`src/rtl/esqp_pkg.sv`:
```
// Shared constants for the elasticity flux block.
package esqp_pkg;
  localparam int FRAC_BITS_DEF = 16;
  localparam int MAX_DIM_DEF = 3;

  localparam logic [2:0] OP_GRAD = 3'd0;
  localparam logic [2:0] OP_JAC = 3'd1;
  localparam logic [2:0] OP_LAMBDA = 3'd2;
  localparam logic [2:0] OP_MU = 3'd3;
  localparam logic [2:0] OP_WEIGHT = 3'd4;
  localparam logic [2:0] OP_COMPUTE = 3'd5;

  localparam logic [1:0] ST_OK = 2'd0;
  localparam logic [1:0] ST_SINGULAR = 2'd1;
  localparam logic [1:0] ST_SAT = 2'd2;

  localparam logic signed [63:0] MAX32 = 64'sd2147483647;
  localparam logic signed [63:0] MIN32 = -64'sd2147483648;
endpackage

```
`src/rtl/esqp_div.sv`:
```
// Restoring divider, one quotient bit per cycle, rounding to nearest, ties away.
module esqp_div #(
  parameter int FRAC_BITS = esqp_pkg::FRAC_BITS_DEF
) (
  input  logic               clk,
  input  logic               rst,
  input  logic               start,
  input  logic signed [31:0] num,
  input  logic signed [31:0] den,
  output logic               done,
  output logic signed [63:0] quot
);
  import esqp_pkg::*;
  localparam int NW = 32 + FRAC_BITS;
  localparam int CW = $clog2(NW + 1);
  logic [NW-1:0] un, q;
  logic [32:0] rem;
  logic [31:0] ud;
  logic neg, run;
  logic [CW-1:0] cnt;
  logic [32:0] trial;
  logic [63:0] qr;

  always_comb begin
    trial = {rem[31:0], un[NW-1]} - {1'b0, ud};
    // Round: add half the divisor, equivalent to comparing 2*rem with ud.
    qr = 64'(q) + (({rem, 1'b0} >= {1'b0, ud, 1'b0} - 34'(ud)) ? 64'd1 : 64'd0);
  end

  always_ff @(posedge clk) begin
    done <= 1'b0;
    if (rst) begin
      run <= 1'b0;
    end else if (start) begin
      run <= 1'b1;
      cnt <= CW'(NW);
      un <= NW'(num[31] ? -(33'(num)) : 33'(num)) << FRAC_BITS;
      ud <= den[31] ? 32'(-(33'(den))) : den;
      neg <= num[31] ^ den[31];
      rem <= '0;
      q <= '0;
    end else if (run) begin
      if (cnt != '0) begin
        un <= un << 1;
        if (!trial[32]) begin
          rem <= trial;
          q <= {q[NW-2:0], 1'b1};
        end else begin
          rem <= {rem[31:0], un[NW-1]};
          q <= {q[NW-2:0], 1'b0};
        end
        cnt <= cnt - 1'b1;
      end else begin
        run <= 1'b0;
        done <= 1'b1;
        quot <= neg ? -$signed(qr) : $signed(qr);
      end
    end
  end
endmodule

```
`config.mk`:
```
export PLATFORM = sky130hd
export DESIGN_NAME = esqp_div
export DESIGN_NICKNAME = d
export VERILOG_FILES = /design/src/rtl/esqp_pkg.sv /design/src/rtl/esqp_div.sv
export SDC_FILE = /design/constraint.sdc
export NUM_CORES = 1
export LEC_CHECK = 0
export BUFFER_PORTS_ARGS = -buffer_cell sky130_fd_sc_hd__buf_2
export CORE_MARGIN = 1.5
export CORE_UTILIZATION = 60
export CTS_BUF_LIST = sky130_fd_sc_hd__clkbuf_8 sky130_fd_sc_hd__clkbuf_16
export DETAILED_ROUTE_END_ITERATION = 6
export GPL_ROUTABILITY_DRIVEN = 0
export PLACE_DENSITY = 0.8
export SETUP_SLACK_MARGIN = 0.4
export SLEW_MARGIN = 10
export SYNTH_ARGS = -nofsm -noshare
export SYNTH_HDL_FRONTEND = slang
export SYNTH_SLANG_ARGS = --single-unit
```
`constraint.sdc`:
```
create_clock -name clk -period 23.6 [get_ports clk]
set_clock_uncertainty 0.15 [all_clocks]
set_input_delay 2.36 -clock clk [delete_from_list [all_inputs] [get_ports clk]]
set_output_delay 2.36 -clock clk [all_outputs]
set_load 0.05 [all_outputs]
```
==> reports/results.ini <==
[status]
status=finished, final reports clean

[route]
vias=12200
drtAntennaViolNets=0
post-route-drc-count=0
totalWireLength_mm=32.9
avgViaCountPerCell=5.92
post_drt_wl_per_cell_microns=16.0
drtIter0Drc=954
first_pass_iters=5

[floorplanning]
die_w_microns=164
io_pins=132
fp.dieH_microns=164
coreArea_sq_mm=0.0253
start_util_pct=61.3
num_rows=58
die-area_sq_mm=0.0269

[timing]
setup_tns_ns=0
rsz0062_at_grt=false
tightest_slew_ns=0.997
drv_slew=0
setup_viol=0
slew_headroom_pct=33.4
min_period_ns=8.69
timing.final.ws_setup_ns=14.91
finalCritPeriodShare_pct=36.8
final_hold_viol_count=0
fmax_mhz=115
hold_ws_ns=0.372

[layout]
syn2layout_area_growth_pct=11.2
design_area_sq_mm=0.0173
final-seq-area_sq_mm=0.00653
drive_gt1_share_pct=12.2
multi_input_area_sq_mm=0.00854
finish.utilization_pct=68.2
nFillCells=1987
num_antenna_cells=0
fin_cells=2056
nets=1879

[placement]
portBuffers=131
dp_hpwl_mm=23.7
place_inst=2011
place_ws_ns=15.08
dpl-instance-area_sq_mm=0.0164

[clock_tree]
cts_buffer_depth=3
path_clk_slew_ns=0.06
h-tree-depth=1
cts_made_buffers=25
clock_latency_ns=0.52
numClockSinks=218
postCtsHoldBufs=0
post-cts-setup-buffer-count=0
root_buffer=clkbuf_16
cts_tree=done
cts-resized-gates=0

[global_route]
grt_usage_pct=24.4
antenna_found_initial=0
grt_pass1_vias=11400
grt_pass1_wl_mm=54.0
grt_overflow=0
grt_max_degree=87

[power]
power.leakage_nw=6.74
p_per_area_mw_per_mm2=69.2
vdd_drop_max_mv=0.0520
power_mw=1.19

[worst_setup_path]
path_common_cell=ha_1
rrSetupSlack_ns=14.91
start_kind=flip-flop
worstSetupPathType=reg -> reg
crit_slowest_cell=or4_4
arrival_ns=8.77
end_kind=flip-flop
crit_required_ns=23.68
max_stage_delay_ns=0.59
crit_path_max_fanout=8
ff2ff_path_depth=30

[synth]
ys.flop_type=edfxtp_1
netlist_area_sq_mm=0.0155
syn_inst=1607
synth_seq_cells=218
synth-edff-count=216
synth.avg_cell_area_sq_um=9.67
yosysWarnings=0
seq_area_frac_synth_pct=42.0
synth_cell_types=72
syn-num-nets=1778
async_reset_ff_share_pct=0

[min_path]
hold_depth=1
holdCritPathClass=reg -> reg

[flow_run]
maxCapViolations=0

-- power breakdown --
group          switching (mW)  leakage [nW]  total (mW)  internal (mW)
Clock                   0.159         0.425       0.399          0.240
Combinational           0.184          4.26       0.317          0.133
Sequential             0.0201          2.05       0.479          0.459
Total                   0.363          6.74        1.19          0.832
-- cell families after synthesis --
family          count (synthesis)  synth area share (%)
compound gates                377                  15.0
xor+xnor                      216                  12.2
fa+ha+maj                     104                  8.43
buf+inv                       129                  3.36
flops                         218                  42.0
mux                             9                 0.580
simple gates                  554                  18.4
-- cell usage after synthesis, drive strengths merged, types with 3 or more instances --
master     n  area share [%]
nor2b     54             2.2
o31ai     25             1.2
ha       103             8.3
o21a      10            0.48
and3      11            0.44
nor3      32             1.1
a41oi      3            0.17
nand3b     7            0.34
buf       21            0.75
o2111ai    4            0.23
a31oi      7            0.28
and4       7            0.39
xor2      94             5.3
nor2     125             3.1
nand2b    23            0.93
a211o      4            0.23
a21oi    135             4.3
nor4b      4            0.23
nand4     23             1.1
edfxtp   216              42
nand2    145             3.5
and2       9            0.38
xnor2    122             6.9
nor4      13            0.72
nand3     46             1.5
clkbuf    42             1.0
a21o      41             2.0
a22oi      3            0.14
inv       66             1.6
o211ai     7            0.34
o21bai    10            0.48
o21ai     85             2.8
or3       23            0.96
or3b       4            0.23
or4       14            0.70
a211oi    11            0.53
o41ai     12            0.68
mux2i      9            0.58
or2       10            0.40
-- final timing paths --
kind / start / to
worst max-delay path: ud[1]$_DFFE_PP_ / quot[49]$_SDFFCE_PN0P_
worst min-delay path: run$_SDFF_PP0_ / done$_SDFF_PP0_
worst max register to register: ud[1]$_DFFE_PP_ / quot[49]$_SDFFCE_PN0P_
worst min register to register: run$_SDFF_PP0_ / done$_SDFF_PP0_
-- per-layer routing --
metal	wire, microns	vias to the layer above	track usage, %
met5	0	-	0
met4	568	0	6.28
met3	1670	45	2.53
met2	15800	332	41.9
met1	14800	5737	33.1
li1	-	6057	-
-- sequential cells by signal (all words and copies together) (netlist names) --
register / flops
rem: 33
cnt: 6
done: 1
quot: 64
run: 1
un: 32
q: 48
ud: 32
neg: 1
-- cell type report --
class / instances / area share, %
multi-input cells: 1260 / 49.4
flip-flops and latches: 218 / 37.8
repair buffers: 137 / 4.07
clock buffers: 26 / 3.70
well taps: 330 / 2.39
inverters: 66 / 1.43
clock inverters: 19 / 1.20
-- placed cells by master (no fill, tap or decap), types with 9 or more instances in the layout --
cell type | Yosys | layout
nor2_1 | 124 | 123
nor2b_1 | 54 | 53
mux2i_1 | 9 | 9
edfxtp_1 | 216 | 216
ha_1 | 103 | 103
a21oi_1 | 135 | 135
inv_1 | 65 | 70
and3_1 | 11 | 11
o21a_1 | 10 | 10
o21bai_1 | 10 | 10
or2_2 | 9 | 9
buf_2 | 12 | 130
o31ai_1 | 25 | 25
xor2_1 | 94 | 93
o41ai_1 | 12 | 12
nand2_1 | 143 | 143
a211oi_1 | 11 | 11
nand2b_1 | 23 | 23
nor3_1 | 29 | 29
o21ai_0 | 83 | 83
nand3_1 | 45 | 45
nand4_1 | 21 | 21
or4_1 | 13 | 13
nor4_1 | 11 | 11
clkbuf_16 | 0 | 25
xnor2_1 | 122 | 121
or3_1 | 22 | 22
a21o_1 | 41 | 41
-- worst max-delay path, delay by kind of cell (launching register included) --
kind	cells	cell delay [ns]
AO/OA/AOI/OAI	10	2.64
AND/OR/NAND/NOR	14	3.49
buffers and inverters	1	0.10
XOR/XNOR	1	0.32
adder cells (fa/ha/maj)	4	1.25
flip-flops	1	0.41
No activity file was read; power rests on OpenSTA's default activity.
